## config.mk

```make
export PLATFORM = sky130hd
export DESIGN_NAME = ascii_frame_sensor_averager
export DESIGN_NICKNAME = d
export VERILOG_FILES = /design/src/rtl/core/afsa_pkg.sv /design/src/rtl/core/afsa_field_parser.sv /design/src/rtl/core/afsa_channel_bank.sv /design/src/rtl/core/ascii_frame_sensor_averager.sv
export SDC_FILE = /design/constraint.sdc
export NUM_CORES = 1
export LEC_CHECK = 0
export BUFFER_PORTS_ARGS = -buffer_cell sky130_fd_sc_hd__buf_4
export CAP_MARGIN = 20
export CORE_AREA = 3 3 264 266
export CTS_BUF_LIST = sky130_fd_sc_hd__clkbuf_2
export DETAILED_ROUTE_END_ITERATION = 10
export DIE_AREA = 0 0 267 269
export HOLD_SLACK_MARGIN = 0.08
export PLACE_DENSITY = 0.64
export SYNTH_ARGS = -nofsm -noshare
export SYNTH_HDL_FRONTEND = slang
export SYNTH_SLANG_ARGS = --single-unit
```

## constraint.sdc

```tcl
create_clock -name clk -period 13.45 [get_ports clk]
set_clock_uncertainty 0.15 [all_clocks]
set_input_delay 1.345 -clock clk [delete_from_list [all_inputs] [get_ports clk]]
set_output_delay 1.345 -clock clk [all_outputs]
set_load 0.02 [all_outputs]
```

## src/rtl/core/afsa_pkg.sv

```systemverilog
`timescale 1ns / 1ps

package afsa_pkg;

	// Default sizing of the block.
	localparam int DEFAULT_CHANNELS   = 4;
	localparam int DEFAULT_VALUE_BITS = 32;

	// Width of each reported distance and the number of reported slots.
	localparam int DISTANCE_BITS = 32;
	localparam int REPORT_SLOTS  = 4;

	// Channel reported in each output slot: a, b, c, d.
	localparam int REPORT_ORDER [REPORT_SLOTS] = '{0, 3, 2, 1};

	// Character codes recognised by the parser.
	localparam logic [7:0] CHAR_BEGIN = 8'h42;  // 'B'
	localparam logic [7:0] CHAR_END   = 8'h45;  // 'E'
	localparam logic [7:0] CHAR_COMMA = 8'h2C;  // ','
	localparam logic [7:0] CHAR_PLUS  = 8'h2B;  // '+'
	localparam logic [7:0] CHAR_MINUS = 8'h2D;  // '-'
	localparam logic [7:0] CHAR_ZERO  = 8'h30;  // '0'
	localparam logic [7:0] CHAR_NINE  = 8'h39;  // '9'
	localparam logic [7:0] CHAR_SPACE = 8'h20;  // ' '
	localparam logic [7:0] CHAR_TAB   = 8'h09;  // first of the control whitespace codes
	localparam logic [7:0] CHAR_CR    = 8'h0D;  // last of the control whitespace codes

	// Phase of the number conversion within one field.
	typedef enum logic [3:0] {
		PH_SKIP   = 4'b0001,
		PH_SIGN   = 4'b0010,
		PH_DIGITS = 4'b0100,
		PH_DONE   = 4'b1000
	} afsa_phase_t;

	// Commands from the parser to the channel bank for one character.
	typedef struct packed {
		logic store;  // store the finished field value in its channel
		logic take;   // end of frame: form the means and retire the newer values
	} afsa_cmd_t;

endpackage

```

## src/rtl/core/afsa_field_parser.sv

```systemverilog
`timescale 1ns / 1ps

module afsa_field_parser #(
	parameter int CHANNELS   = afsa_pkg::DEFAULT_CHANNELS,
	parameter int VALUE_BITS = afsa_pkg::DEFAULT_VALUE_BITS,
	parameter int FN_W       = $clog2(CHANNELS + 1)
) (
	input  logic                          clk,
	input  logic                          arst_n,
	input  logic                          step,
	input  logic [7:0]                    char_in,
	output afsa_pkg::afsa_cmd_t           cmd,
	output logic [FN_W-1:0]               chan,
	output logic signed [VALUE_BITS-1:0]  value
);
	import afsa_pkg::*;

	localparam int ACC_W = VALUE_BITS + 4;

	logic                   in_frame_q, in_frame_d;
	logic [FN_W-1:0]        field_num_q, field_num_d;
	afsa_phase_t            phase_q, phase_d;
	logic                   neg_q, neg_d;
	logic [VALUE_BITS-1:0]  mag_q, mag_d;
	logic                   bad_q, bad_d;

	logic                   is_digit;
	logic                   is_space;
	logic [3:0]             digit;
	logic [ACC_W-1:0]       acc;
	logic [ACC_W-1:0]       limit;
	logic                   acc_over;
	logic                   field_good;

	// Character classes.
	assign is_digit = (char_in >= CHAR_ZERO) && (char_in <= CHAR_NINE);
	assign is_space = (char_in == CHAR_SPACE) || ((char_in >= CHAR_TAB) && (char_in <= CHAR_CR));
	assign digit    = 4'(char_in - CHAR_ZERO);

	// Next magnitude: ten times the current one plus the new digit, checked against the
	// limit of the signed range for the sign read so far.
	assign acc      = ({4'b0, mag_q} << 3) + ({4'b0, mag_q} << 1) + ACC_W'(digit);
	assign limit    = (ACC_W'(1) << (VALUE_BITS - 1)) - (neg_q ? ACC_W'(0) : ACC_W'(1));
	assign acc_over = acc > limit;

	// A field is stored only when it held digits, did not overflow and has a channel.
	assign field_good = !bad_q && ((phase_q == PH_DIGITS) || (phase_q == PH_DONE))
			&& (field_num_q < FN_W'(CHANNELS));

	assign chan  = field_num_q;
	assign value = neg_q ? -$signed(mag_q) : $signed(mag_q);

	// Frame and field state update for one character.
	always_comb begin
		in_frame_d  = in_frame_q;
		field_num_d = field_num_q;
		phase_d     = phase_q;
		neg_d       = neg_q;
		mag_d       = mag_q;
		bad_d       = bad_q;
		cmd         = '0;
		priority if (char_in == CHAR_BEGIN) begin
			if (!in_frame_q) begin
				in_frame_d  = 1'b1;
				field_num_d = '0;
				phase_d     = PH_SKIP;
				neg_d       = 1'b0;
				mag_d       = '0;
				bad_d       = 1'b0;
			end
		end else if (!in_frame_q) begin
			// Characters outside a frame are ignored.
		end else if (char_in == CHAR_COMMA) begin
			cmd.store = field_good;
			if (field_num_q < FN_W'(CHANNELS)) begin
				field_num_d = FN_W'(field_num_q + 1'b1);
			end
			phase_d = PH_SKIP;
			neg_d   = 1'b0;
			mag_d   = '0;
			bad_d   = 1'b0;
		end else if (char_in == CHAR_END) begin
			cmd.store   = field_good;
			cmd.take    = 1'b1;
			in_frame_d  = 1'b0;
			field_num_d = '0;
			phase_d     = PH_SKIP;
			neg_d       = 1'b0;
			mag_d       = '0;
			bad_d       = 1'b0;
		end else begin
			unique case (phase_q)
				PH_SKIP: begin
					priority if (is_space) begin
						phase_d = PH_SKIP;
					end else if (char_in == CHAR_PLUS) begin
						phase_d = PH_SIGN;
					end else if (char_in == CHAR_MINUS) begin
						neg_d   = 1'b1;
						phase_d = PH_SIGN;
					end else if (is_digit) begin
						if (acc_over) begin
							bad_d = 1'b1;
						end else begin
							mag_d = acc[VALUE_BITS-1:0];
						end
						phase_d = PH_DIGITS;
					end else begin
						bad_d   = 1'b1;
						phase_d = PH_DONE;
					end
				end
				PH_SIGN: begin
					if (is_digit) begin
						if (acc_over) begin
							bad_d = 1'b1;
						end else begin
							mag_d = acc[VALUE_BITS-1:0];
						end
						phase_d = PH_DIGITS;
					end else begin
						bad_d   = 1'b1;
						phase_d = PH_DONE;
					end
				end
				PH_DIGITS: begin
					if (is_digit) begin
						// Once overflowed, the field stays bad whatever follows.
						if (!bad_q) begin
							if (acc_over) begin
								bad_d = 1'b1;
							end else begin
								mag_d = acc[VALUE_BITS-1:0];
							end
						end
					end else begin
						phase_d = PH_DONE;
					end
				end
				PH_DONE: begin
					phase_d = PH_DONE;
				end
				default: begin
					phase_d = PH_SKIP;
				end
			endcase
		end
	end

	// Control state.
	always_ff @(posedge clk or negedge arst_n) begin
		if (!arst_n) begin
			in_frame_q  <= 1'b0;
			field_num_q <= '0;
			phase_q     <= PH_SKIP;
			neg_q       <= 1'b0;
			mag_q       <= '0;
			bad_q       <= 1'b0;
		end else if (step) begin
			in_frame_q  <= in_frame_d;
			field_num_q <= field_num_d;
			phase_q     <= phase_d;
			neg_q       <= neg_d;
			mag_q       <= mag_d;
			bad_q       <= bad_d;
		end
	end

endmodule

```

## src/rtl/core/afsa_channel_bank.sv

```systemverilog
`timescale 1ns / 1ps

module afsa_channel_bank #(
	parameter int CHANNELS   = afsa_pkg::DEFAULT_CHANNELS,
	parameter int VALUE_BITS = afsa_pkg::DEFAULT_VALUE_BITS,
	parameter int FN_W       = $clog2(CHANNELS + 1)
) (
	input  logic                          clk,
	input  logic                          arst_n,
	input  logic                          step,
	input  afsa_pkg::afsa_cmd_t           cmd,
	input  logic [FN_W-1:0]               chan,
	input  logic signed [VALUE_BITS-1:0]  value,
	output logic signed [VALUE_BITS-1:0]  mean [CHANNELS]
);
	import afsa_pkg::*;

	for (genvar i = 0; i < CHANNELS; i++) begin : g_chan
		logic                          old_pres_q, new_pres_q;
		logic signed [VALUE_BITS-1:0]  old_val_q, new_val_q;
		logic                          hit;
		logic                          old_pres_e, new_pres_e;
		logic signed [VALUE_BITS-1:0]  old_val_e, new_val_e;
		logic signed [VALUE_BITS:0]    sum;
		logic signed [VALUE_BITS:0]    half;

		assign hit = cmd.store && (chan == FN_W'(i));

		// Values as they stand once the current field has been stored.
		always_comb begin
			old_pres_e = old_pres_q;
			new_pres_e = new_pres_q;
			old_val_e  = old_val_q;
			new_val_e  = new_val_q;
			if (hit) begin
				if (!old_pres_q) begin
					old_pres_e = 1'b1;
					old_val_e  = value;
				end else begin
					new_pres_e = 1'b1;
					new_val_e  = value;
				end
			end
		end

		// Mean of two values, truncated toward zero: halve, then round a negative odd sum up.
		assign sum  = {old_val_e[VALUE_BITS-1], old_val_e} + {new_val_e[VALUE_BITS-1], new_val_e};
		assign half = (sum >>> 1) + ((sum[VALUE_BITS] && sum[0]) ? (VALUE_BITS+1)'(1)
				: (VALUE_BITS+1)'(0));

		always_comb begin
			priority if (old_pres_e && new_pres_e) begin
				mean[i] = half[VALUE_BITS-1:0];
			end else if (old_pres_e) begin
				mean[i] = old_val_e;
			end else begin
				mean[i] = '0;
			end
		end

		// Presence flags.
		always_ff @(posedge clk or negedge arst_n) begin
			if (!arst_n) begin
				old_pres_q <= 1'b0;
				new_pres_q <= 1'b0;
			end else if (step) begin
				old_pres_q <= old_pres_e;
				new_pres_q <= cmd.take ? 1'b0 : new_pres_e;
			end
		end

		// Stored values; at the end of a frame the newer one moves down.
		always_ff @(posedge clk) begin
			if (step) begin
				if (cmd.take && old_pres_e && new_pres_e) begin
					old_val_q <= new_val_e;
				end else begin
					old_val_q <= old_val_e;
				end
				new_val_q <= new_val_e;
			end
		end
	end

endmodule

```

## src/rtl/core/ascii_frame_sensor_averager.sv

```systemverilog
`timescale 1ns / 1ps
// Result path: the input register feeds the result register directly, so a result is presented
// once the beat carrying its 'E' is accepted and moves on from the input register.
// Throughput: one character per cycle, set by the single pass from input to result register;
// input stalls only while a result waits untaken and the staged character is an 'E' that ends a frame.
// Reset: arst_n clears the frame state and the channel presence flags at once, not the stored values.
module ascii_frame_sensor_averager #(
	parameter int CHANNELS   = afsa_pkg::DEFAULT_CHANNELS,
	parameter int VALUE_BITS = afsa_pkg::DEFAULT_VALUE_BITS
) (
	input  logic                                    clk,
	input  logic                                    arst_n,
	input  logic                                    in_valid,
	output logic                                    in_ready,
	input  logic [7:0]                              rx_char,
	output logic                                    out_valid,
	input  logic                                    out_ready,
	output logic signed [afsa_pkg::DISTANCE_BITS-1:0] distance_a,
	output logic signed [afsa_pkg::DISTANCE_BITS-1:0] distance_b,
	output logic signed [afsa_pkg::DISTANCE_BITS-1:0] distance_c,
	output logic signed [afsa_pkg::DISTANCE_BITS-1:0] distance_d
);
	import afsa_pkg::*;

	localparam int FN_W = $clog2(CHANNELS + 1);

	logic                          valid_s1;
	logic [7:0]                    char_s1;
	logic                          advance;
	afsa_cmd_t                     cmd;
	logic [FN_W-1:0]               chan;
	logic signed [VALUE_BITS-1:0]  value;
	logic signed [VALUE_BITS-1:0]  mean [CHANNELS];
	logic signed [DISTANCE_BITS-1:0] slot_mean [REPORT_SLOTS];
	logic                          out_valid_q;
	logic signed [DISTANCE_BITS-1:0] dist_q [REPORT_SLOTS];

	// The staged character moves on unless it ends a frame while a result still waits.
	assign advance  = valid_s1 && (!cmd.take || !out_valid_q || out_ready);
	assign in_ready = !valid_s1 || advance;

	// Input register.
	always_ff @(posedge clk or negedge arst_n) begin
		if (!arst_n) begin
			valid_s1 <= 1'b0;
		end else if (in_valid && in_ready) begin
			valid_s1 <= 1'b1;
		end else if (advance) begin
			valid_s1 <= 1'b0;
		end
	end

	always_ff @(posedge clk) begin
		if (in_valid && in_ready) begin
			char_s1 <= rx_char;
		end
	end

	afsa_field_parser #(
		.CHANNELS   (CHANNELS),
		.VALUE_BITS (VALUE_BITS),
		.FN_W       (FN_W)
	) u_parser (
		.clk     (clk),
		.arst_n  (arst_n),
		.step    (advance),
		.char_in (char_s1),
		.cmd     (cmd),
		.chan    (chan),
		.value   (value)
	);

	afsa_channel_bank #(
		.CHANNELS   (CHANNELS),
		.VALUE_BITS (VALUE_BITS),
		.FN_W       (FN_W)
	) u_bank (
		.clk    (clk),
		.arst_n (arst_n),
		.step   (advance),
		.cmd    (cmd),
		.chan   (chan),
		.value  (value),
		.mean   (mean)
	);

	// Map channels onto the reported slots; a slot without a channel reports zero.
	for (genvar r = 0; r < REPORT_SLOTS; r++) begin : g_slot
		if (REPORT_ORDER[r] < CHANNELS) begin : g_used
			assign slot_mean[r] = DISTANCE_BITS'(mean[REPORT_ORDER[r]]);
		end else begin : g_unused
			assign slot_mean[r] = '0;
		end
	end

	// Result register.
	always_ff @(posedge clk or negedge arst_n) begin
		if (!arst_n) begin
			out_valid_q <= 1'b0;
		end else if (advance && cmd.take) begin
			out_valid_q <= 1'b1;
		end else if (out_ready) begin
			out_valid_q <= 1'b0;
		end
	end

	always_ff @(posedge clk) begin
		if (advance && cmd.take) begin
			dist_q <= slot_mean;
		end
	end

	assign out_valid  = out_valid_q;
	assign distance_a = dist_q[0];
	assign distance_b = dist_q[1];
	assign distance_c = dist_q[2];
	assign distance_d = dist_q[3];

endmodule

```

### Word-level counts from Yosys, hierarchy flattened

Index checks and enable logic that the tools add are counted.

* add/sub/neg operators: 14
* reduce and logical (&&, ||, !) cells: 49
* muxes and demuxes: 115
* equal/unequal tests: 23
* order comparisons: 6

Operators with widths (count)
* 32-bit two-way mux: 41
* 32-bit by 32-bit adder with 33-bit output: 4
* 32-bit by 2-bit adder with 32-bit output: 4
* 32-bit one-hot mux with 3 select lines: 1
* 1-bit two-way mux: 52
* 4-bit two-way mux: 10
* 35-bit by 33-bit adder with 36-bit output: 1
* 36-bit by 4-bit adder with 36-bit output: 1
* 36-bit greater-than comparator: 1
* 33-bit by 36-bit subtractor with 36-bit output (first input constant): 1
* 8-bit by 6-bit == test with 1-bit output (second input constant): 4
* 32-bit negator: 1
* 1-bit logical AND: 27
* 3-bit two-way mux: 6
* 8-bit by 7-bit == test with 1-bit output (second input constant): 2
* 4-bit one-hot mux with 4 select lines: 1
* 5-bit != test (second input constant): 3
* 5-bit by 2-bit != test with 1-bit output (second input constant): 2
* 9-bit AND reduction: 1
* 8-bit by 4-bit greater-or-equal comparator with 1-bit output (second input constant): 1
* 8-bit by 6-bit greater-or-equal comparator with 1-bit output (second input constant): 1
* 8-bit by 4-bit <= comparator with 1-bit output (second input constant): 1
* 8-bit by 6-bit <= comparator with 1-bit output (second input constant): 1
* 8-bit AND reduction: 1
* other kinds (26): 39

* bits of input ports: 12
* register bits after elaboration: 444
* output and inout port bits: 130
* word-level logic and storage cells: 236

### Depth between registers and ports, before layout

Gate-level depths: netlist of run 1.

* word-level depth: 15
* depth in mapped cells: 33
* mapped depth without buffers: 30

### By module

Synthesis of run 1 repeated with hierarchy kept, for this count alone.

* cells, all modules: 3430
* area total of the unflattened synthesis: 33507.1 µm²

By module, submodules not included
* afsa_channel_bank: times used 1, area each 23730.3 µm², seq. area each 7887.6 µm², cells an instance 2625
* afsa_field_parser: times used 1, area each 5585.4 µm², seq. area each 1052.3 µm², cells an instance 659
* ascii_frame_sensor_averager: times used 1, area each 4191.5 µm², seq. area each 4134.0 µm², cells an instance 146

### Least setup slack after synthesis of run 1

No wires, ideal clock.

* kind: input-to-reg
* start: in out_ready
* end: reg u_parser.field_num_q[0], in the netlist u_parser.chan[0]
* buffers on the path: 0
* slack: 4.145 ns
* data required time: 13.175 ns
* library setup time: 0.125 ns
* arrival: 9.030 ns
* stages: 6
* path through: nand2b_1 o21ai_1 clkinv_1 nand3_1 nor3b_1 mux2_2

* word-level cells in the longest chain between the ends: 3

Ends and longest elaborated chain
* from (decl): line ascii_frame_sensor_averager.sv:17 `input logic out_ready,`
* 1-bit logical OR: line ascii_frame_sensor_averager.sv:39 `assign advance = valid_s1 && (!cmd.take || !out_valid_q || out_ready);`
* 1-bit logical AND: line ascii_frame_sensor_averager.sv:39
* net advance: line ascii_frame_sensor_averager.sv:29 `logic advance;`
* 5-bit AND reduction (no line)
* to (signal assigned): line afsa_field_parser.sv:161 `field_num_q <= field_num_d;`
* to (decl): line afsa_field_parser.sv:21 `logic [FN_W-1:0] field_num_q, field_num_d;`

The timed path passes the listed nets, and every way through them passes these cells.
A chain may end at the register's enable or synchronous reset.

==> flow_metrics.tcl, run 1 <==
set metrics [dict create \
    die_h_um 269 \
    finalPower_mw 3.377 \
    die_area_um2 71820 \
    syn_to_final_growth_pct 9.505 \
    cp.arrival_ns 9.85 \
    synth-edff-count 392 \
    critical_path.max_stage_delay_ns 0.64 \
    grt_use_met3_pct 5.119 \
    end_kind "flip-flop" \
    slew_viol_final 0 \
    hold_depth 2 \
    yosys_warnings 0 \
    cp.required_ns 14.18 \
    vias_per_cell 6.029 \
    critPathLaunchType "flip-flop" \
    drt_first_pass_iters 6 \
    reg2reg_to "distance_a[30]" \
    wl_per_cell_um 20.73 \
    grt_overflow 0 \
    fin_crit_ns 9.115 \
    max_freq_mhz 109.7 \
    post_cts.repair.setup_buffers 0 \
    min-delay-start "u_parser.phase_q[0]" \
    path_max_fanout 65 \
    antenna_found_initial 8 \
    drt_iter0_markers 2466 \
    grt_pass1_vias 27880 \
    io_buffer_count 141 \
    synthesis.nets 4047 \
    layout-drive-gt1-share_pct 12.00 \
    synthArstFlopShare_pct 11.71 \
    post-route-period-util_pct 67.77 \
    ys_ff_latch 444 \
    syn-instance-count 3790 \
    start_util_pct 50.15 \
    grt_max_degree 113 \
    cts_root_buf "clkbuf_2" \
    vdd_drop_max_mv 0.05639 \
    critPathSlowestCell "nor4_2" \
    worstHoldPathType "flip-flop to flip-flop" \
    ys_types 105 \
    worstSetupPathType "flip-flop to flip-flop" \
    setup_tns_ns 0 \
    cts_buffer_depth 3 \
    power_density_nw_per_um2 91.41 \
    clk_latency_ns 1.21 \
    rrSetupSlack_ns 4.33 \
    fill_cells 6289 \
    rsz0062_at_grt "no" \
    hold_end "u_parser.phase_q[0]" \
    nets 4200 \
    numCtsBuffers 120 \
    drc 0 \
    path_clk_slew_ns 0.10 \
    rows 95 \
    syn_area_um2 33740 \
    ys.flop_type "edfxtp_1" \
    cts_tree "done" \
    top_usage_layer "met2" \
    status "completed" \
    wl_um 101800 \
    route.antenna.remaining_nets 0 \
    setup_viol 0 \
    io_pins 142 \
    clock-sinks 444 \
    h-tree-depth 3 \
    use_met2_pct 44.07 \
    gp_congestion 0.9654 \
    die_w_um 267 \
    power.leakage_nw 14.83 \
    slew_headroom_pct 24.46 \
    worstMarginPinSlew_ns 1.129 \
    hpwl_um 74910 \
    grt_pass1_wl_um 157700 \
    vias 29610 \
    use_met1_pct 37.91 \
    ys_seq_area_share_pct 38.75 \
    hold_viol_final 0 \
    track_usage_pct 27.92 \
    reg2reg_depth 31 \
    core_um2 67280 \
    avgSynthCellArea_um2 8.902 \
    drv_cap 0 \
    r2r_start "char_s1[3]" \
]
how the worst max path moves through the flow:
stage	start	end	slack, ns	cells past startpoint
4_1_cts	u_parser.mag_q[7]	distance_a[30]	4.20	28
2_1_floorplan	out_ready	u_parser.chan[0]	4.15	6
6_report	char_s1[3]	distance_a[30]	4.33	31
3_3_place_gp	u_parser.mag_q[6]	distance_a[30]	4.47	28
3_5_place_dp	u_parser.mag_q[4]	distance_a[30]	4.25	26
5_1_grt	u_parser.mag_q[7]	distance_a[28]	3.53	26
what timing repair did:
item / in CTS / in global routing
hold buffers: 10 / 0
resized for setup: 0 / 0
hold endpoints to repair: 60 / 0
metal layers:
layer  wire, um  vias up
li1           -    14490
met1      44990    13940
met2      45490      961
met3       6906      223
met4       4434        4
met5         29        -
cells in the mapped netlist, drive strengths merged (25+ instances only):
master | number | area (um^2)
nand2b | 29 | 181.4
nand3 | 83 | 420.4
o21ai | 393 | 1967
o21a | 30 | 226.5
o22ai | 122 | 763.2
a22o | 35 | 306.5
nor3 | 77 | 385.4
and3 | 36 | 225.2
inv | 190 | 713.2
a211oi | 40 | 337.8
nand2 | 448 | 1682
nor2b | 25 | 156.4
and2 | 26 | 162.7
o211ai | 28 | 220.2
clkbuf | 164 | 615.6
o31ai | 28 | 220.2
a21oi | 290 | 1455
a21o | 92 | 691.9
ha | 239 | 2990
nor2 | 288 | 1081
nand4 | 69 | 437.9
edfxtp | 392 | 11770
nor4 | 30 | 257.8
dfrtp | 51 | 1276
xnor2 | 129 | 1137
xor2 | 121 | 1067
worst max-delay path: cells and delay by family, from the launching register on:
kind	cells	cell delay (ns)
fa+ha+maj	4	1.05
simple gates	13	3.22
xor+xnor	1	0.20
compound gates	10	2.96
buf+inv	3	0.60
flops	1	0.56
stage by stage:
stage | utilization, % | setup WS [ns] | hold slack [ns] | cells | instance area [um^2]
floorplan | - | 4.145 | 0.3304 | 3790 | 33740
detailed placement | 53.07 | 4.250 | 0.3688 | 4681 | 35710
finish | 54.92 | 4.335 | 0.3899 | 4912 | 36950
global placement | 53.07 | 4.468 | 0.3620 | 4681 | 35710
CTS | 54.84 | 4.197 | 0.3943 | 4903 | 36900
global route | 54.90 | 3.525 | 0.4317 | 4909 | 36940
state kept, by name, summed over array words and instances (netlist names):
name,flops
u_bank.g_chan.new_val_q,128
u_parser.bad_q,1
u_bank.g_chan.old_val_q,128
u_bank.g_chan.old_pres_q,4
out_valid,1
u_parser.neg_q,1
distance_d,32
u_parser.mag_q,32
u_parser.chan,3
u_parser.in_frame_q,1
distance_b,32
distance_c,32
valid_s1,1
u_parser.phase_q,4
char_s1,8
distance_a,32
u_bank.g_chan.new_pres_q,4
kinds of logic after synthesis:
logic type                 Yosys count  share of synthesized area, %
AOI/OAI and AO/OA                 1242                         23.26
and+or+nand+nor                   1221                         17.49
DFF                                444                         38.75
buffers and inverters              369                         4.142
xor gates and xnor gates           250                         6.534
adders and majority gates          248                         9.308
muxes                               16                        0.5155
where the power goes:
group	total, mW	internal, mW	switching [mW]
sequential	1.58	1.56	0.0189
clock	0.993	0.398	0.595
combinational	0.808	0.274	0.534
cells in the final DEF, fill, tap and decap left out, types with 35 or more instances in the layout:
master    netlist  layout
clkbuf_2        0     182
a22o_1         35      35
a21o_1         91      91
nand4_1        68      68
ha_1          239     239
a21oi_1       289     289
edfxtp_1      392     392
nor3_1         77      77
inv_1         190     190
nand2_1       448     442
and3_1         36      36
nand3_1        82      82
dfrtp_1        51      50
xnor2_1       128     128
buf_4           0     197
nor2_1        288     282
o22ai_1       122     122
o21ai_0       380     380
xor2_1        120     120
cell type report:
type                       count  area [um^2]  area share (%)
clock buffer                 182        910.9           2.465
antenna                        6        15.01         0.04064
tap                          873         1092           2.957
clock inverter                30        177.7          0.4809
sequential                   444        13080           35.39
timing repair buffer         208         1599           4.328
inverter                     192        728.2           1.971
multi-input combinational   2977        19350           52.37
Note: power is estimated with default switching activity, not from simulation.
==> run 2, diff against run 1 <==
- ABC_AREA: not set -> 1
- CORE_AREA: 3 3 264 266 -> 3 3 286 288
- DIE_AREA: 0 0 267 269 -> 0 0 289 291
- clock period: 13.45 -> 9.12 ns (I/O delays scaled with it)
==> flow_metrics.tcl, run 2 <==
set metrics [dict create \
    status "completed" \
    power_density_nw_per_um2 111.4 \
    ys_types 61 \
    hold_viol_final 0 \
    path_max_fanout 51 \
    syn_area_um2 39540 \
    die_w_um 289 \
    synth.most_common_cell "nand2_1" \
    max_freq_mhz 144.0 \
    reg2reg_depth 38 \
    drt_first_pass_iters 6 \
    worstHoldPathType "input port to flip-flop" \
    hpwl_um 105100 \
    syn_to_final_growth_pct 8.787 \
    slew_viol_final 0 \
    setup_tns_ns 0 \
    fill_cells 8274 \
    start_util_pct 49.97 \
    track_usage_pct 31.65 \
    cts_root_buf "clkbuf_2" \
    multi_input_area_um2 22420 \
    end_kind "flip-flop" \
    cts_tree "done" \
    layout_commonest_cell "nand2_1" \
    avgSynthCellArea_um2 6.554 \
    rsz0062_at_grt "no" \
    slew_headroom_pct 27.68 \
    ys_ff_latch 444 \
    clock-sinks 444 \
    power.leakage_nw 22.62 \
    antenna_found_initial 3 \
    ys.flop_type "edfxtp_1" \
    grt_pass1_wl_um 208200 \
    gp_congestion 0.9984 \
    io_pins 142 \
    final_cell_mix "2483 x nand2_1, 932 x inv_1, 481 x nor2_1" \
    synthesis.nets 6291 \
    critical_path.max_stage_delay_ns 0.62 \
    drt_iter0_markers 3554 \
    route.antenna.remaining_nets 0 \
    synth_area_leaders "edfxtp_1 30%, nand2_1 24%, inv_1 8.9%, ha_1 7.6%, nor2_1 4.6%" \
    r2r_start "char_s1[5]" \
    cts_resized 0 \
    path_clk_slew_ns 0.11 \
    worstMarginPinSlew_ns 1.078 \
    rows 103 \
    cpMostUsedCell "nand2_1" \
    grt_max_degree 170 \
    layout-drive-gt1-share_pct 8.496 \
    min-delay-start "rx_char[3]" \
    dpl_worst_slack_ns 2.264 \
    drc 0 \
    wl_um 134500 \
    h-tree-depth 3 \
    clk_latency_ns 1.33 \
    critPathLaunchType "flip-flop" \
    drv_cap 0 \
    die_h_um 291 \
    yosysTopAreaCell "edfxtp_1" \
    yosys_warnings 0 \
    die_area_um2 84100 \
    vias_per_cell 5.294 \
    fin_crit_ns 6.943 \
    cp.required_ns 10.00 \
    hold_depth 2 \
    crit_start "char_s1[5]" \
    seq_area_um2 13080 \
    synth-edff-count 392 \
    critPathSlowestCell "inv_1" \
    post_cts.repair.setup_buffers 0 \
    io_buffer_count 141 \
    nets 6502 \
    syn-instance-count 6034 \
    top_regs "u_bank.g_chan.new_val_q x128, u_bank.g_chan.old_val_q x128" \
    vias 39170 \
    cts_buffer_depth 3 \
    grt_overflow 0 \
    post-route-period-util_pct 76.13 \
    numCtsBuffers 119 \
    fin_hold_ws_ns 0.2514 \
    yosysTopAreaCellShare_pct 29.77 \
    synth_commonest_cells "2483 x nand2_1, 934 x inv_1, 483 x nor2_1" \
    ys_seq_area_share_pct 33.06 \
    cp.arrival_ns 7.82 \
    setup_slack_ns 2.177 \
    setup_viol 0 \
    wl_per_cell_um 18.18 \
    synthArstFlopShare_pct 11.71 \
    grt_pass1_vias 37020 \
    worstSetupPathType "flip-flop to flip-flop" \
    core_um2 79130 \
    vdd_drop_max_mv 0.07730 \
]
[run 2: cells by family (layout without fill, tap and decap cells)]
group,Yosys count,in the layout,share of synthesized area (%)
buf+inv,1059,1369,10.29
simple gates,3623,3623,38.14
mux,1,1,0.02847
xor+xnor,123,123,3.113
flops,444,444,33.06
compound gates,539,539,7.499
fa+ha+maj,245,245,7.866
other cells,0,5,0
[run 2: metrics by stage]
step           utilization [%]  power, mW  instances  area [um^2]
4_1_cts                  54.35      4.821       7394        43010
2_1_floorplan                -      3.006       6034        39550
5_1_grt                  54.37      5.060       7399        43020
6_report                 54.37      4.792       7399        43020
3_5_place_dp             52.69      3.343       7153        41690
3_3_place_gp             52.68      3.337       7152        41680
[run 2: report_power, final]
group / internal, mW / total [mW] / switching [mW]
Combinational: 0.294 / 1.05 / 0.759
Clock: 0.520 / 1.47 / 0.947
Sequential: 2.25 / 2.27 / 0.0170
Total: 3.07 / 4.79 / 1.72
[run 2: final cells by class]
type,instances,area share (%)
timing repair buffer,189,3.490
clock buffer,168,1.955
sequential,444,30.39
antenna,5,0.02908
tap,1050,3.054
inverter,960,8.397
multi-input combinational,4531,52.11
clock inverter,52,0.5759
[run 2: critical path, delay by kind of cell, from the launching register on]
| kind | cells | cell delay [ns] |
|---|---|---|
| compound gates | 1 | 0.09 |
| simple gates | 29 | 3.90 |
| flops | 1 | 0.42 |
| buf+inv | 4 | 0.91 |
| fa+ha+maj | 4 | 1.16 |
[run 2: layer usage]
layer,up-vias,global-route usage (%),wire [um]
li1,19680,-,-
met1,17990,43.04,59760
met2,1269,51.28,61170
met3,233,4.722,8791
met4,0,11.06,4810
met5,-,0,0
[run 2: final timing paths]
path,endpoint,slack [ns]
setup / recovery,distance_b[26],2.18
hold / removal,char_s1[3],0.25
setup reg to reg,distance_b[26],2.18
hold reg to reg,u_bank.g_chan[3].new_pres_q,0.38
max in group asynchronous,u_parser.neg_q,7.89
min in group asynchronous,u_parser.mag_q[23],0.45
[run 2: repair_timing]
item	4_1_cts	5_1_grt
endpoints found under the hold margin	72	0
setup endpoints to repair	0	0
hold buffers	21	0
